--- config.mk ---
export PLATFORM = sky130hd
export DESIGN_NAME = ipv4_tcp_header_hex_parser
export DESIGN_NICKNAME = d
export VERILOG_FILES = /design/src/sv/ihp_pkg.sv /design/src/sv/ihp_front.sv /design/src/sv/ihp_back.sv /design/src/sv/ipv4_tcp_header_hex_parser.sv
export SDC_FILE = /design/constraint.sdc
export NUM_CORES = 1
export LEC_CHECK = 0
export BUFFER_PORTS_ARGS = -buffer_cell sky130_fd_sc_hd__buf_2
export CORE_UTILIZATION = 54
export DETAILED_ROUTE_END_ITERATION = 8
export GPL_TIMING_DRIVEN = 0
export PLACE_DENSITY = 0.78
export SYNTH_ARGS = -nofsm -noshare
export SYNTH_HDL_FRONTEND = slang
export SYNTH_SLANG_ARGS = --single-unit
--- constraint.sdc ---
create_clock -name clk_i -period 7.36 [get_ports clk_i]
set_input_delay 1.104 -clock clk_i [delete_from_list [all_inputs] [get_ports clk_i]]
set_output_delay 1.104 -clock clk_i [all_outputs]
set_load 0.03 [all_outputs]
--- src/sv/ihp_pkg.sv ---
// Shared types, constants and the character classifier of the IPv4/TCP hex header parser.
`default_nettype none

package ihp_pkg;

  // Largest header window that is captured, and the width of any byte count.
  localparam int unsigned MaxHeaderBytes = 64;
  localparam int unsigned CntW = 7;

  // Character codes of the hex text.
  localparam logic [7:0] CharZero  = 8'h30;
  localparam logic [7:0] CharNine  = 8'h39;
  localparam logic [7:0] CharLowA  = 8'h61;
  localparam logic [7:0] CharLowF  = 8'h66;
  localparam logic [7:0] CharUpA   = 8'h41;
  localparam logic [7:0] CharUpF   = 8'h46;
  localparam logic [7:0] CharSpace = 8'h20;
  localparam logic [7:0] HexLetterBase = 8'd10;

  // Byte positions of the IPv4 fields and the shortest acceptable line.
  localparam logic [CntW-1:0] ByteLenFirst = CntW'(2);
  localparam logic [CntW-1:0] ByteLenLast  = CntW'(3);
  localparam logic [CntW-1:0] ByteSrcFirst = CntW'(12);
  localparam logic [CntW-1:0] ByteSrcLast  = CntW'(15);
  localparam logic [CntW-1:0] ByteDstFirst = CntW'(16);
  localparam logic [CntW-1:0] ByteDstLast  = CntW'(19);
  localparam logic [CntW-1:0] MinLineBytes = CntW'(20);
  localparam logic [CntW-1:0] PortBytes    = CntW'(4);

  typedef enum logic [1:0] {
    TOK_NIBBLE,
    TOK_SPACE,
    TOK_BAD
  } tok_kind_e;

  typedef struct packed {
    tok_kind_e  kind;
    logic [3:0] nibble;
    logic       eol;
  } token_t;

  typedef struct packed {
    logic [15:0] total_length;
    logic [31:0] source_address;
    logic [31:0] destination_address;
    logic [15:0] source_port;
    logic [15:0] destination_port;
    logic        format_error;
  } result_t;

  // Turns one character into a token: a nibble value, a space or a bad character.
  function automatic token_t classify(logic [7:0] code, logic eol);
    token_t     tok;
    logic [7:0] diff;
    tok.kind   = TOK_BAD;
    tok.nibble = 4'h0;
    tok.eol    = eol;
    diff       = 8'h00;
    priority if (code >= CharZero && code <= CharNine) begin
      tok.kind   = TOK_NIBBLE;
      tok.nibble = code[3:0];
    end else if (code >= CharLowA && code <= CharLowF) begin
      diff       = code - CharLowA + HexLetterBase;
      tok.kind   = TOK_NIBBLE;
      tok.nibble = diff[3:0];
    end else if (code >= CharUpA && code <= CharUpF) begin
      diff       = code - CharUpA + HexLetterBase;
      tok.kind   = TOK_NIBBLE;
      tok.nibble = diff[3:0];
    end else if (code == CharSpace) begin
      tok.kind = TOK_SPACE;
    end else begin
      tok.kind = TOK_BAD;
    end
    return tok;
  endfunction

endpackage

`default_nettype wire

--- src/sv/ihp_front.sv ---
// Front end: classifies incoming characters and holds them in a two-entry token queue.
`default_nettype none

module ihp_front
  import ihp_pkg::*;
(
  input  wire logic   clk_i,
  input  wire logic   rst_ni,
  input  wire logic   push_i,
  input  wire logic [7:0] char_code_i,
  input  wire logic   end_of_line_i,
  output logic        full_o,
  output logic        tok_valid_o,
  output token_t      tok_o,
  input  wire logic   tok_pop_i
);

  token_t     mem_q [2];
  logic       wr_ptr_q, wr_ptr_d;
  logic       rd_ptr_q, rd_ptr_d;
  logic [1:0] cnt_q, cnt_d;
  logic       push_ok, pop_ok;

  assign full_o      = (cnt_q == 2'd2);
  assign tok_valid_o = (cnt_q != 2'd0);
  assign tok_o       = mem_q[rd_ptr_q];
  assign push_ok     = push_i && !full_o;
  assign pop_ok      = tok_pop_i && tok_valid_o;

  always_comb begin
    wr_ptr_d = push_ok ? ~wr_ptr_q : wr_ptr_q;
    rd_ptr_d = pop_ok ? ~rd_ptr_q : rd_ptr_q;
    cnt_d    = cnt_q + {1'b0, push_ok} - {1'b0, pop_ok};
  end

  always_ff @(posedge clk_i) begin
    if (push_ok) begin
      mem_q[wr_ptr_q] <= classify(char_code_i, end_of_line_i);
    end
  end

  always_ff @(posedge clk_i or negedge rst_ni) begin
    if (!rst_ni) begin
      wr_ptr_q <= 1'b0;
      rd_ptr_q <= 1'b0;
      cnt_q    <= 2'd0;
    end else begin
      wr_ptr_q <= wr_ptr_d;
      rd_ptr_q <= rd_ptr_d;
      cnt_q    <= cnt_d;
    end
  end

endmodule

`default_nettype wire

--- src/sv/ihp_back.sv ---
// Back end: pairs nibbles into bytes, captures the header fields and queues line results.
`default_nettype none

module ihp_back
  import ihp_pkg::*;
#(
  parameter int unsigned MAX_HEADER_BYTES = MaxHeaderBytes
) (
  input  wire logic   clk_i,
  input  wire logic   rst_ni,
  input  wire logic   tok_valid_i,
  input  wire token_t tok_i,
  output logic        tok_pop_o,
  input  wire logic   pop_i,
  output logic        empty_o,
  output result_t     res_o
);

  localparam int unsigned IdxW = $clog2(MAX_HEADER_BYTES + 1);
  localparam logic [IdxW-1:0] IdxMax = IdxW'(MAX_HEADER_BYTES);

  // Line state.
  logic            nib_pend_q, nib_pend_d;
  logic [3:0]      hi_nib_q, hi_nib_d;
  logic [IdxW-1:0] idx_q, idx_d;
  logic [5:0]      hb_q, hb_d;
  logic [15:0]     len_q, len_d;
  logic [31:0]     src_q, src_d;
  logic [31:0]     dst_q, dst_d;
  logic [15:0]     sp_q, sp_d;
  logic [15:0]     dp_q, dp_d;
  logic            err_q, err_d;

  // Values after the current token, before the end-of-line clear.
  logic            u_nib_pend;
  logic [3:0]      u_hi_nib;
  logic [IdxW-1:0] u_idx;
  logic [5:0]      u_hb;
  logic [15:0]     u_len, u_sp, u_dp;
  logic [31:0]     u_src, u_dst;
  logic            u_err;

  logic [7:0]      byte_val;
  logic [CntW-1:0] idx_w, hb_w, rel, needed;
  logic            take, emit;
  result_t         res_new;

  // Result queue.
  result_t    rq_q [2];
  logic       rq_wr_q, rq_wr_d;
  logic       rq_rd_q, rq_rd_d;
  logic [1:0] rq_cnt_q, rq_cnt_d;
  logic       rq_pop;

  assign tok_pop_o = tok_valid_i && (!tok_i.eol || (rq_cnt_q != 2'd2));
  assign take      = tok_pop_o;
  assign emit      = take && tok_i.eol;
  assign byte_val  = {hi_nib_q, tok_i.nibble};
  assign idx_w     = CntW'(idx_q);

  always_comb begin
    u_nib_pend = nib_pend_q;
    u_hi_nib   = hi_nib_q;
    u_idx      = idx_q;
    u_hb       = hb_q;
    u_len      = len_q;
    u_src      = src_q;
    u_dst      = dst_q;
    u_sp       = sp_q;
    u_dp       = dp_q;
    u_err      = err_q;
    hb_w       = CntW'(hb_q);
    rel        = '0;
    unique case (tok_i.kind)
      TOK_NIBBLE: begin
        if (nib_pend_q) begin
          u_nib_pend = 1'b0;
          if (idx_q < IdxMax) begin
            if (idx_w == '0) begin
              u_hb = {byte_val[3:0], 2'b00};
            end
            hb_w = CntW'(u_hb);
            if (idx_w == ByteLenFirst || idx_w == ByteLenLast) begin
              u_len = {len_q[7:0], byte_val};
            end
            if (idx_w >= ByteSrcFirst && idx_w <= ByteSrcLast) begin
              u_src = {src_q[23:0], byte_val};
            end
            if (idx_w >= ByteDstFirst && idx_w <= ByteDstLast) begin
              u_dst = {dst_q[23:0], byte_val};
            end
            if (idx_w >= hb_w) begin
              rel = idx_w - hb_w;
              if (rel < CntW'(2)) begin
                u_sp = {sp_q[7:0], byte_val};
              end else if (rel < PortBytes) begin
                u_dp = {dp_q[7:0], byte_val};
              end
            end
            u_idx = idx_q + IdxW'(1);
          end
        end else begin
          u_hi_nib   = tok_i.nibble;
          u_nib_pend = 1'b1;
        end
      end
      TOK_SPACE: begin
      end
      TOK_BAD: begin
        u_err = 1'b1;
      end
      default: begin
        u_err = 1'b1;
      end
    endcase
  end

  // Line verdict: the ports must lie inside the line, and the line must reach the addresses.
  always_comb begin
    needed = CntW'(u_hb) + PortBytes;
    if (needed < MinLineBytes) begin
      needed = MinLineBytes;
    end
    res_new.total_length        = u_len;
    res_new.source_address      = u_src;
    res_new.destination_address = u_dst;
    res_new.source_port         = u_sp;
    res_new.destination_port    = u_dp;
    res_new.format_error        = u_err || u_nib_pend || (CntW'(u_idx) < needed);
  end

  always_comb begin
    nib_pend_d = nib_pend_q;
    hi_nib_d   = hi_nib_q;
    idx_d      = idx_q;
    hb_d       = hb_q;
    len_d      = len_q;
    src_d      = src_q;
    dst_d      = dst_q;
    sp_d       = sp_q;
    dp_d       = dp_q;
    err_d      = err_q;
    if (emit) begin
      nib_pend_d = 1'b0;
      hi_nib_d   = '0;
      idx_d      = '0;
      hb_d       = '0;
      len_d      = '0;
      src_d      = '0;
      dst_d      = '0;
      sp_d       = '0;
      dp_d       = '0;
      err_d      = 1'b0;
    end else if (take) begin
      nib_pend_d = u_nib_pend;
      hi_nib_d   = u_hi_nib;
      idx_d      = u_idx;
      hb_d       = u_hb;
      len_d      = u_len;
      src_d      = u_src;
      dst_d      = u_dst;
      sp_d       = u_sp;
      dp_d       = u_dp;
      err_d      = u_err;
    end
  end

  always_ff @(posedge clk_i or negedge rst_ni) begin
    if (!rst_ni) begin
      nib_pend_q <= 1'b0;
      hi_nib_q   <= '0;
      idx_q      <= '0;
      hb_q       <= '0;
      len_q      <= '0;
      src_q      <= '0;
      dst_q      <= '0;
      sp_q       <= '0;
      dp_q       <= '0;
      err_q      <= 1'b0;
    end else begin
      nib_pend_q <= nib_pend_d;
      hi_nib_q   <= hi_nib_d;
      idx_q      <= idx_d;
      hb_q       <= hb_d;
      len_q      <= len_d;
      src_q      <= src_d;
      dst_q      <= dst_d;
      sp_q       <= sp_d;
      dp_q       <= dp_d;
      err_q      <= err_d;
    end
  end

  assign empty_o = (rq_cnt_q == 2'd0);
  assign res_o   = rq_q[rq_rd_q];
  assign rq_pop  = pop_i && !empty_o;

  always_comb begin
    rq_wr_d  = emit ? ~rq_wr_q : rq_wr_q;
    rq_rd_d  = rq_pop ? ~rq_rd_q : rq_rd_q;
    rq_cnt_d = rq_cnt_q + {1'b0, emit} - {1'b0, rq_pop};
  end

  always_ff @(posedge clk_i) begin
    if (emit) begin
      rq_q[rq_wr_q] <= res_new;
    end
  end

  always_ff @(posedge clk_i or negedge rst_ni) begin
    if (!rst_ni) begin
      rq_wr_q  <= 1'b0;
      rq_rd_q  <= 1'b0;
      rq_cnt_q <= 2'd0;
    end else begin
      rq_wr_q  <= rq_wr_d;
      rq_rd_q  <= rq_rd_d;
      rq_cnt_q <= rq_cnt_d;
    end
  end

endmodule

`default_nettype wire

--- src/sv/ipv4_tcp_header_hex_parser.sv ---
// Top level of the IPv4/TCP header parser that reads packet bytes written as hex text.
`default_nettype none

// This block reads one line of hex text, one character per transaction, and
// reports the IPv4 total length, the source and destination addresses and the
// TCP source and destination ports of the packet that the line spells out.
// Spaces are skipped, hex digits of either case pair into bytes high nibble
// first, and the port offset follows the IHL nibble of the first byte. The
// character pushed with end_of_line_i set closes the line: exactly one result
// transaction follows it, and all capture state clears for the next line. Any
// other character, an odd number of digits, or a line too short to hold the
// addresses and the ports raises format_error_o, while the fields still show
// whatever was captured (zero for bytes never reached). Bytes at index
// MAX_HEADER_BYTES and beyond are ignored. The block takes one character per
// clock cycle while full is low; a character is held in the character queue
// before it reaches the byte assembler, and the result of a line is held in the
// result queue until it is popped. A two-entry character queue and a two-entry
// result queue let the input keep flowing while a result waits to be popped;
// full only rises when the result queue is full and an end-of-line character waits.
module ipv4_tcp_header_hex_parser
  import ihp_pkg::*;
#(
  parameter int unsigned MAX_HEADER_BYTES = MaxHeaderBytes
) (
  input  wire logic        clk_i,
  input  wire logic        rst_ni,
  input  wire logic        push,
  output logic             full,
  input  wire logic [7:0]  char_code_i,
  input  wire logic        end_of_line_i,
  output logic             empty,
  input  wire logic        pop,
  output logic [15:0]      total_length_o,
  output logic [31:0]      source_address_o,
  output logic [31:0]      destination_address_o,
  output logic [15:0]      source_port_o,
  output logic [15:0]      destination_port_o,
  output logic             format_error_o
);

  // Tokens travel from the classifier to the byte assembler through this queue.
  logic    tok_valid;
  logic    tok_pop;
  token_t  tok;
  result_t res;

  ihp_front u_front (
    .clk_i        (clk_i),
    .rst_ni       (rst_ni),
    .push_i       (push),
    .char_code_i  (char_code_i),
    .end_of_line_i(end_of_line_i),
    .full_o       (full),
    .tok_valid_o  (tok_valid),
    .tok_o        (tok),
    .tok_pop_i    (tok_pop)
  );

  ihp_back #(
    .MAX_HEADER_BYTES(MAX_HEADER_BYTES)
  ) u_back (
    .clk_i      (clk_i),
    .rst_ni     (rst_ni),
    .tok_valid_i(tok_valid),
    .tok_i      (tok),
    .tok_pop_o  (tok_pop),
    .pop_i      (pop),
    .empty_o    (empty),
    .res_o      (res)
  );

  // The oldest queued result drives the result ports.
  assign total_length_o        = res.total_length;
  assign source_address_o      = res.source_address;
  assign destination_address_o = res.destination_address;
  assign source_port_o         = res.source_port;
  assign destination_port_o    = res.destination_port;
  assign format_error_o        = res.format_error;

endmodule

`default_nettype wire

==> results.md, run 1 <==
- Boundary pin count: 128
- CP Capture Type: flip-flop
- Sinks on Clock Net: 379
- Pwr dens: 406 nW/um2
- Final WL: 35,100 um
- Post-route design area: 18,900 um2
- Vias in the first global route: 9,944
- Inserted Diodes: 0
- Slew HR: 0.0864
- Antenna-violating nets left: 0
- Slew Limit Fails: 0
- Fraction of layout instances using a drive strength above 1: 0.327
- Unrepaired setup endpoints after global routing: false
- Final setup TNS: 0 ps
- Cell count after synthesis: 1,078
- Chip Width: 176 um
- DR WL/cell: 21.0 um
- Area leader, netlist: edfxtp_1
- Post-Syn Area: 16,400 um2
- Die Span Y: 176 um
- Grt ovf: 0
- Initial antenna violation count: 0
- Synth-to-layout area growth: 15.5%
- Leak: 7.83 nW
- CTS max path bufs: 3
- WP data arrival: 5160 ps
- Via density: 5.94
- Worst-Skew Late Latency: 520 ps
- Final Skew: 13.7 ps
- Seq cells post-synth: 379
- VDD IR max: 0.208 mV
- EDFF count, synth: 240
- First DRT Iteration DRCs: 724
- Worst-path clk slew: 60 ps
- Gpl congestion: 0.847
- Hold Crit Class: flip-flop to flip-flop
- Post-CTS Hold Fix Bufs: 0
- Synth Area per Inst: 15.2 um2
- Final hold violation count: 0
- Share of the synthesized area in the top cell type: 0.440
- Layout Nets: 1,291
- Setup Crit Path Kind: flip-flop to flip-flop
- Maximum fanout along the worst path: 10
- Distinct cells, synth: 67
- Period minus WS final: 4910 ps
- Die area: 31,000 um2
- Worst Path Required: 7620 ps
- Total CTS buffers: 38
- DR pass1 iterations: 5
- Root buffer cell: clkbuf_16
- H-Tree Level Count: 2
- I/O Buffers: 127
- Highest clock rate: 0.204 GHz
- Yosys warning count: 0
- DP Area: 17,700 um2
- Dominant synthesized flop cell: edfxtp_1
- Critical path launch point type: flip-flop
- Drt drc: 0
- Post-synth ARST share: 0.367
- GRT Total Usage: 0.231
- CTS tree: built
- Syn Nets: 1,117
- Status: completed
- Via count: 9,920
- Setup violators final: 0
- Core box area: 29,700 um2
- Resized Gates After CTS: 0
- Crit share post-route: 0.667
- Initial Util: 0.551
- Tightest Pin Transition: 1330 ps
- Post-DP HPWL: 23,300 um
- First-pass GRT wire length: 55,100 um
- Synth area leaders: edfxtp_1 44%, dfrtp_1 21%, mux2_2 13%
- Pin count of the biggest net entering global routing: 93
- Sequential share of the synthesized area: 0.652
- Post-CTS Setup Bufs: 0
- Site Rows: 63
- Max Cap Viol: 0
[metrics by stage]
| step | total power [mW] | std cells | setup slack [ps] | util | hold WS [ps] |
|---|---|---|---|---|---|
| finish | 7.68 | 1670 | 2450 | 0.636 | 503 |
| global route | 8.02 | 1670 | 2190 | 0.636 | 514 |
| global placement | 5.81 | 1595 | -3320 | 0.589 | 475 |
| CTS | 7.74 | 1670 | 2450 | 0.636 | 503 |
| floorplan | 4.94 | 1078 | 250 | - | 460 |
| detailed placement | 5.83 | 1602 | 2460 | 0.595 | 486 |
[where the power goes]
group	internal (mW)	total (mW)	switching, mW
clock	1.12	1.91	0.797
combinational	0.856	2.83	1.98
sequential	2.78	2.94	0.155
total	4.76	7.68	2.93
[synthesized netlist by cell type (5+ instances only)]
cell type and n:
inv_1 20, mux2_2 194, and2_1 5, dfrtp_1 139
ha_1 25, a22o_1 115, o21ai_0 37, nor2b_1 6
buf_2 12, xnor2_1 13, clkbuf_1 41, nand2_1 46
nand3_1 7, nand4_1 8, edfxtp_1 240, nor2_1 31
mux2i_1 7, and3_1 7, nor3_1 5, mux2_1 16
a21oi_1 25
[cells by family (layout without fill, tap and decap cells)]
kind of cell	count (synthesis)	count (layout)	synth area share
flops	379	379	0.652
xor+xnor	15	15	0.00802
compound gates	220	220	0.106
mux	217	217	0.149
fa+ha+maj	26	26	0.0203
buf+inv	81	283	0.0206
simple gates	140	140	0.0438
[flip-flops by register name, indices dropped and copies added, names as in the netlist, 2 cells and up]
name and count:
u_back.rq_cnt_q 2, u_back.hb_q 6, u_back.src_q 32, u_back.hi_nib_q 4, u_back.len_q 16, u_front.cnt_q 2, u_front.mem_q 14, u_back.rq_q 226
u_back.sp_q 16, u_back.dst_q 32, u_back.dp_q 16, u_back.idx_q 7
[area by class of cell]
class / count / area [um2]
Tap cell: 390 / 488
Clock inverter: 17 / 186
Timing Repair Buffer: 134 / 797
Buffer: 61 / 263
Fill cell: 2145 / 10800
Sequential cell: 379 / 10700
Clock buffer: 51 / 1050
Multi-Input combinational cell: 618 / 5370
Inverter: 20 / 75.1
[metal layers]
layer | up-vias | wire length [um] | global-route usage
met2 | 317 | 16600 | 0.371
met4 | 0 | 982 | 0.0757
met5 | - | 0 | 0
met3 | 63 | 1980 | 0.0336
li1 | 4504 | - | -
met1 | 5036 | 15500 | 0.324
[path summary, 6_finish.rpt]
kind                             startpoint                 end  slack, ps  cells after the start
min reg2reg                u_back.len_q[13]    u_back.len_q[13]        500                      1
max reg2reg                u_front.rd_ptr_q  u_back.rq_q[0][25]       2450                     13
min in group asynchronous            rst_ni      u_back.dp_q[4]        520                      1
max in group asynchronous            rst_ni    u_back.dst_q[18]       6000                      2
min                        u_back.len_q[13]    u_back.len_q[13]        500                      1
max                        u_front.rd_ptr_q  u_back.rq_q[0][25]       2450                     13
[layout by cell type, fill, tap and decap left out, types with 6 or more instances in the layout]
cell and count:
edfxtp_1 240, mux2_2 194, dfrtp_1 139, buf_2 138
a22o_1 115, clkbuf_1 50, nand2_1 46, clkbuf_16 39
o21ai_0 37, nor2_1 30, a21oi_1 25, ha_1 25
inv_1 20, mux2_1 16, xnor2_1 13, nand4_1 8
mux2i_1 7, nand3_1 7, nor2b_1 6, and3_1 6
[worst max-delay path, cell delays in order, from the launching register on]
cell and delay (ps):
dfrtp_1 370, buf_6 160, clkbuf_1 420, mux2i_1 990, nor2_1 70, a21oi_1 180
ha_1 310, a21oi_1 240, nand2_1 120, or3_1 320, o211a_2 310, a2111oi_4 430
buf_2 330, mux2_2 400
Note: power is estimated with default switching activity, not from simulation.
==> run 2, diff against run 1 <==
clock period = 4.4 ns   (was 7.36 ns; I/O delays follow)
==> run 2 against run 1 <==
Compared with the run above: via count is 0.33% lower; sequential power is 67% higher; final cell count up 0.18%; clock skew increased by 14 ps; first-iteration DRC count is 1.7% lower; total power is 69% higher; register-to-register slack worse by 2200 ps; critical path depth up 1; critical endpoint is now u_back.rq_q[0][22]; highest routed layer is now met5.
==> results.md, run 2 (same netlist as run 1, synthesis figures left out) <==
- Status: completed
- CP Capture Type: flip-flop
- Largest register FFs: 226 (unchanged)
- Post-DP HPWL: 23,300 um (+0.16%)
- Final WL: 35,000 um (-0.22%)
- CTS max path bufs: 3 (unchanged)
- Final Skew: 27.6 ps (+13.9 ps)
- Site Rows: 63 (unchanged)
- Pre-CTS setup slack: -482 ps (-2940 ps)
- VDD IR max: 0.396 mV (+91%)
- Unrepaired setup endpoints after global routing: true
- Maximum fanout along the worst path: 10 (unchanged)
- Setup violators final: 0 (unchanged)
- Max Cap Viol: 0 (unchanged)
- WP data arrival: 4420 ps (-740 ps)
- Drt drc: 0 (unchanged)
- First DRT Iteration DRCs: 712 (-1.7%)
- Hold Crit Class: primary input to async pin
- Total power draw: 13.0 mW (+69%)
- Slew Limit Fails: 0 (unchanged)
- Tightest Pin Transition: 1380 ps (+51.5 ps)
- Pin count of the biggest net entering global routing: 73 (-22%)
- Highest clock rate: 0.240 GHz (+18%)
- Worst Path Required: 4660 ps (-2960 ps)
- Setup WS post-layout: 235 ps (-2220 ps)
- Initial Util: 0.551 (unchanged)
- Via density: 5.91 (-0.51%)
- Post-route design area: 19,000 um2 (+0.62%)
- First-pass GRT wire length: 55,100 um (about the same)
- Pwr dens: 682 nW/um2 (+68%)
- Via count: 9,887 (-0.33%)
- Die area: 31,000 um2 (unchanged)
- Chip Width: 176 um (unchanged)
- Die Span Y: 176 um (unchanged)
- Total CTS buffers: 39 (+2.6%)
- Leak: 7.88 nW (+0.60%)
- Layout Nets: 1,292 (+0.077%)
- CTS tree: built
- Inserted Diodes: 0 (unchanged)
- Root buffer cell: clkbuf_16
- Synth-to-layout area growth: 16.2%
- Boundary pin count: 128 (unchanged)
- Most frequent cells in the layout: 240 x edfxtp_1, 194 x mux2_2, 139 x dfrtp_1
- Gpl congestion: 0.860 (+1.5%)
- GRT Total Usage: 0.230 (-0.000354)
- Largest registers: u_back.rq_q (226), u_back.dst_q (32), u_back.src_q (32)
- Vias in the first global route: 10,100 (+1.6%)
- Initial antenna violation count: 1 (+1)
- Most flops, register: u_back.rq_q
- Slew HR: 0.0511 (-0.0353)
- H-Tree Level Count: 2 (unchanged)
- Antenna-violating nets left: 0 (unchanged)
- DR WL/cell: 20.9 um (-0.40%)
- Worst-Skew Late Latency: 530 ps (about the same)
- Sinks on Clock Net: 379 (unchanged)
- Critical path launch point type: flip-flop
- Setup Crit Path Kind: flip-flop to flip-flop
- Fraction of layout instances using a drive strength above 1: 0.337 (+0.0101)
- DP Area: 17,700 um2 (about the same)
- Worst-path clk slew: 60 ps (about the same)
- Period minus WS final: 4160 ps (-743 ps)
- Most common cell after layout, fill and taps aside: edfxtp_1
- Final hold violation count: 0 (unchanged)
- I/O Buffers: 127 (unchanged)
- Grt ovf: 0 (unchanged)
- Crit share post-route: 0.946 (+0.280)
- Core box area: 29,700 um2 (unchanged)
- DR pass1 iterations: 5 (unchanged)
==> run 2: changes by cell type in the layout (fill, tap and decap cells not counted), moves of 3 or more <==
cell | previous run | this run
buf_4 | 3 | 8
buf_2 | 138 | 134
clkbuf_1 | 50 | 46
clkinv_2 | 4 | 7
==> run 2: where the power goes <==
part / total, mW / leakage [nW] / switching (mW) / internal (mW)
combinational: 4.75 / 3.02 / 3.31 / 1.44
clock: 3.32 / 0.629 / 1.34 / 1.97
sequential: 4.92 / 4.23 / 0.262 / 4.66
total: 13.0 / 7.88 / 4.91 / 8.08
==> run 2: layer usage <==
layer,GRT usage,up-vias,share of wire
met4,0.0768,2,0.026
met2,0.370,309,0.48
met1,0.322,5019,0.45
met5,0,-,0.00049
li1,-,4502,-
met3,0.0351,55,0.048
==> run 2: worst max-delay path, cell delays in order (launching register included) <==
cell	delay, ps
dfrtp_1	480
inv_1	180
ha_1	210
nor3b_4	300
nand2_2	150
nor2_1	140
a21oi_1	60
ha_1	390
nand3b_1	140
and2_1	190
or4_1	470
o211a_2	200
a2111oi_4	320
buf_4	270
mux2_2	370
==> run 2: cell type report <==
class                           count  area (um2)
Timing Repair Buffer              135         800
Clock buffer                       49        1030
Inverter                           20        75.1
Tap cell                          390         488
Multi-Input combinational cell    618        5420
Buffer                             60         275
Clock inverter                     22         256
Sequential cell                   379       10700
Fill cell                        2116       10700
==> run 2: timing repair <==
| action | 4_1_cts | 5_1_grt |
|---|---|---|
| hold buffers | 0 | 0 |
| setup buffers | 0 | 1 |
| resized for setup | 6 | 16 |
| pin swaps | 0 | 2 |
| endpoints found under the setup margin | 96 | 90 |
==> run 2: path summary, 6_finish.rpt <==
| path | to | cells past startpoint | start | slack, ps |
|---|---|---|---|---|
| min in group clk_i | u_front.mem_q[0][0] | 1 | end_of_line_i | 340 |
| min | u_back.dp_q[14] | 1 | rst_ni | 140 |
| max in group asynchronous | u_front.wr_ptr_q | 2 | rst_ni | 3460 |
| min reg2reg | u_back.dp_q[10] | 1 | u_back.dp_q[10] | 500 |
| max | u_back.rq_q[0][22] | 14 | u_back.idx_q[1] | 240 |
| max reg2reg | u_back.rq_q[0][22] | 14 | u_back.idx_q[1] | 240 |
==> run 2: metrics by stage <==
stage | hold slack, ps | setup TNS, ps | utilization | std cells
2_1_floorplan | 364 | 0 | - | 1078
3_3_place_gp | 475 | -218580 | 0.589 | 1595
3_5_place_dp | 485 | -31450 | 0.594 | 1601
4_1_cts | 161 | 0 | 0.639 | 1671
5_1_grt | 192 | -299 | 0.640 | 1673
6_report | 140 | 0 | 0.640 | 1673
==> run 3, diff against run 2 <==
CORE_UTILIZATION = 30   (was 54)
PLACE_DENSITY = 0.58   (was 0.78)
==> run 3 against run 2 <==
Compared with the run above: first-iteration DRC count down 14%; global-route usage down 9.0 points; sequential power is essentially flat; largest cell class unchanged; clock skew is 12 ps lower; register-to-register slack lost 30 ps; largest power group unchanged; final cell count increased by 18%; highest routed layer unchanged; wire length increased by 12%; worst hold slack worse by 19 ps; setup slack worse by 34 ps; final area is 1.7% higher; count of clock-buffer cells in the layout grew 9.
==> results.md, run 3 (same netlist as run 1, synthesis figures left out) <==
- Die area: 55,500 um2 (+79%)
- Worst-Skew Late Latency: 530 ps (about the same)
- Hold Crit Class: primary input to async pin
- Chip Width: 236 um (+34%)
- First DRT Iteration DRCs: 615 (-14%)
- Total CTS buffers: 38 (-2.6%)
- Layout Nets: 1,292 (unchanged)
- VDD IR max: 0.275 mV (-31%)
- Via count: 9,664 (-2.3%)
- Most flops, register: u_back.rq_q
- DR WL/cell: 19.8 um (-5.4%)
- Crit share post-route: 0.954 (+0.00769)
- CP Capture Type: flip-flop
- Site Rows: 85 (+35%)
- Leak: 7.86 nW (-0.30%)
- WHS: 121 ps (-18.9 ps)
- CP bufs+invs: 3 (+1)
- DR pass1 iterations: 7 (+2)
- Grt ovf: 0 (unchanged)
- Boundary pin count: 128 (unchanged)
- CTS max path bufs: 3 (unchanged)
- Critical path launch point type: flip-flop
- I/O Buffers: 127 (unchanged)
- First-pass GRT wire length: 60,300 um (+9.4%)
- Switch share: 0.389 (+0.0110)
- Root buffer cell: clkbuf_16
- Antenna-violating nets left: 0 (unchanged)
- Critical path's slowest cell: or3b_2
- Die Span Y: 236 um (+34%)
- DP Area: 18,100 um2 (+2.3%)
- Critical-path cell list: inv_1, ha_1, or3b_2, a211o_1, clkbuf_2, a21oi_2, inv_1, ha_2, nor4_1, a21oi_1, o211a_1, ha_1, o2111ai_1, a41oi_1, nor2_1
- Gate power share: 0.378 (+0.012)
- WP data arrival: 4470 ps (+50 ps)
- Internal: 7.94 mW (-1.7%)
- Initial Util: 0.304 (-0.247)
- Tightest Pin Transition: 950 ps (-434 ps)
- Slew Limit Fails: 0 (unchanged)
- Pwr dens: 671 nW/um2 (-1.6%)
- Max Cap Viol: 0 (unchanged)
- Maximum fanout along the worst path: 10 (unchanged)
- Core box area: 53,900 um2 (+81%)
- Synth-to-layout area growth: 18.2%
- Pin count of the biggest net entering global routing: 77 (+5.5%)
- Delay of the slowest cell on the worst path: 520 ps (+40 ps)
- Worst-path clk slew: 60 ps (about the same)
- GRT Total Usage: 0.140 (-0.0900)
- Slew HR: 0.354 (+0.303)
- Worst Path Required: 4680 ps (+20 ps)
- Non-filler cells, final: 1,978 (+18%)
- Crit-path leading delay family: compound AO/OA/AOI/OAI gates
- Period minus WS final: 4200 ps (+33.8 ps)
- Setup Crit Path Kind: flip-flop to flip-flop
- Clock power share: 0.244 (-0.011)
- Placed Instances: 1,909 (+19%)
- Post-CTS Hold Fix Bufs: 0 (unchanged)
- Inserted Diodes: 0 (unchanged)
- Gpl congestion: 0.834 (-3.0%)
- Post-DP HPWL: 26,400 um (+13%)
- Most common cell after layout, fill and taps aside: edfxtp_1
- Seq pwr share: 0.378 (about the same)
- Highest clock rate: 0.238 GHz (-0.81%)
- Sinks on Clock Net: 379 (unchanged)
- CTS tree: built
- Post-route design area: 19,400 um2 (+1.7%)
- Final setup TNS: 0 ps (unchanged)
- Final WL: 39,100 um (+12%)
- Vias in the first global route: 10,000 (-0.81%)
- Final hold violation count: 0 (unchanged)
- Status: completed
- Setup violators final: 0 (unchanged)
- Initial antenna violation count: 3 (+2)
- Final Skew: 15.8 ps (-11.8 ps)
- Switching power: 5.06 mW (+3.0%)
- Via density: 4.89 (-17%)
- Drt drc: 0 (unchanged)
- Largest registers: u_back.rq_q (226), u_back.dst_q (32), u_back.src_q (32)
- H-Tree Level Count: 2 (unchanged)
- Most frequent cells in the layout: 240 x edfxtp_1, 194 x mux2_2, 139 x dfrtp_1
- Largest register FFs: 226 (unchanged)
- Fraction of layout instances using a drive strength above 1: 0.337 (-0.000517)
-- run 3: cell types whose count changed in the layout (fill, tap and decap cells not counted), sizes merged --
cell / previous run / this run
clkinvlp: 2 / 0
clkinv: 13 / 7
buf: 155 / 156
clkbuf: 89 / 98
bufinv: 5 / 1
inv: 22 / 23
-- run 3: area by class of cell --
cell class / instances / area (um2)
flip-flops and latches: 379 / 10700
plain buffers: 60 / 279
inverters: 20 / 75.1
fillers: 5082 / 34600
well taps: 696 / 871
clock inverters: 11 / 93.8
clock buffers: 58 / 1120
repair buffers: 136 / 807
multi-input cells: 618 / 5430
-- run 3: power groups by stage --
| stage | Sequential, mW | Combinational, mW | Clock (mW) |
|---|---|---|---|
| floorplan | 4.91 | 3.27 | 0 |
| global placement | 5.03 | 4.83 | 0 |
| detailed placement | 4.99 | 5.00 | 0 |
| CTS | 4.92 | 5.03 | 3.26 |
| global route | 4.98 | 5.27 | 3.38 |
| finish | 4.91 | 4.91 | 3.17 |
-- run 3: path summary, 6_finish.rpt --
kind | endpoint | startpoint | depth (start not counted) | slack, ps
setup / recovery | u_back.rq_q[1][0] | u_back.idx_q[1] | 15 | 200
hold / removal | u_back.dst_q[26] | rst_ni | 1 | 120
setup reg to reg | u_back.rq_q[1][0] | u_back.idx_q[1] | 15 | 200
hold reg to reg | u_front.wr_ptr_q | u_front.wr_ptr_q | 1 | 490
max in group asynchronous | u_back.sp_q[8] | rst_ni | 2 | 3450
min in group clk_i | u_front.mem_q[0][0] | end_of_line_i | 1 | 330
-- run 3: repair_timing --
action,4_1_cts,5_1_grt
endpoints found under the setup margin,76,86
cloned,0,0
setup buffers,0,1
resized for setup,6,17
-- run 3: metrics by stage --
step | setup WS [ps] | power (mW) | util
3_5_place_dp | -208 | 9.99 | 0.335
3_3_place_gp | -1290 | 9.86 | 0.332
2_1_floorplan | 411 | 8.19 | -
4_1_cts | 24.9 | 13.2 | 0.358
5_1_grt | -7.24 | 13.6 | 0.359
6_report | 202 | 13.0 | 0.359
-- run 3: routing by layer --
layer,GRT usage,up-vias,share of wire
met5,0,-,0.00064
met4,0.0394,4,0.022
met3,0.0276,57,0.047
met2,0.234,214,0.48
met1,0.184,4908,0.45
li1,-,4481,-
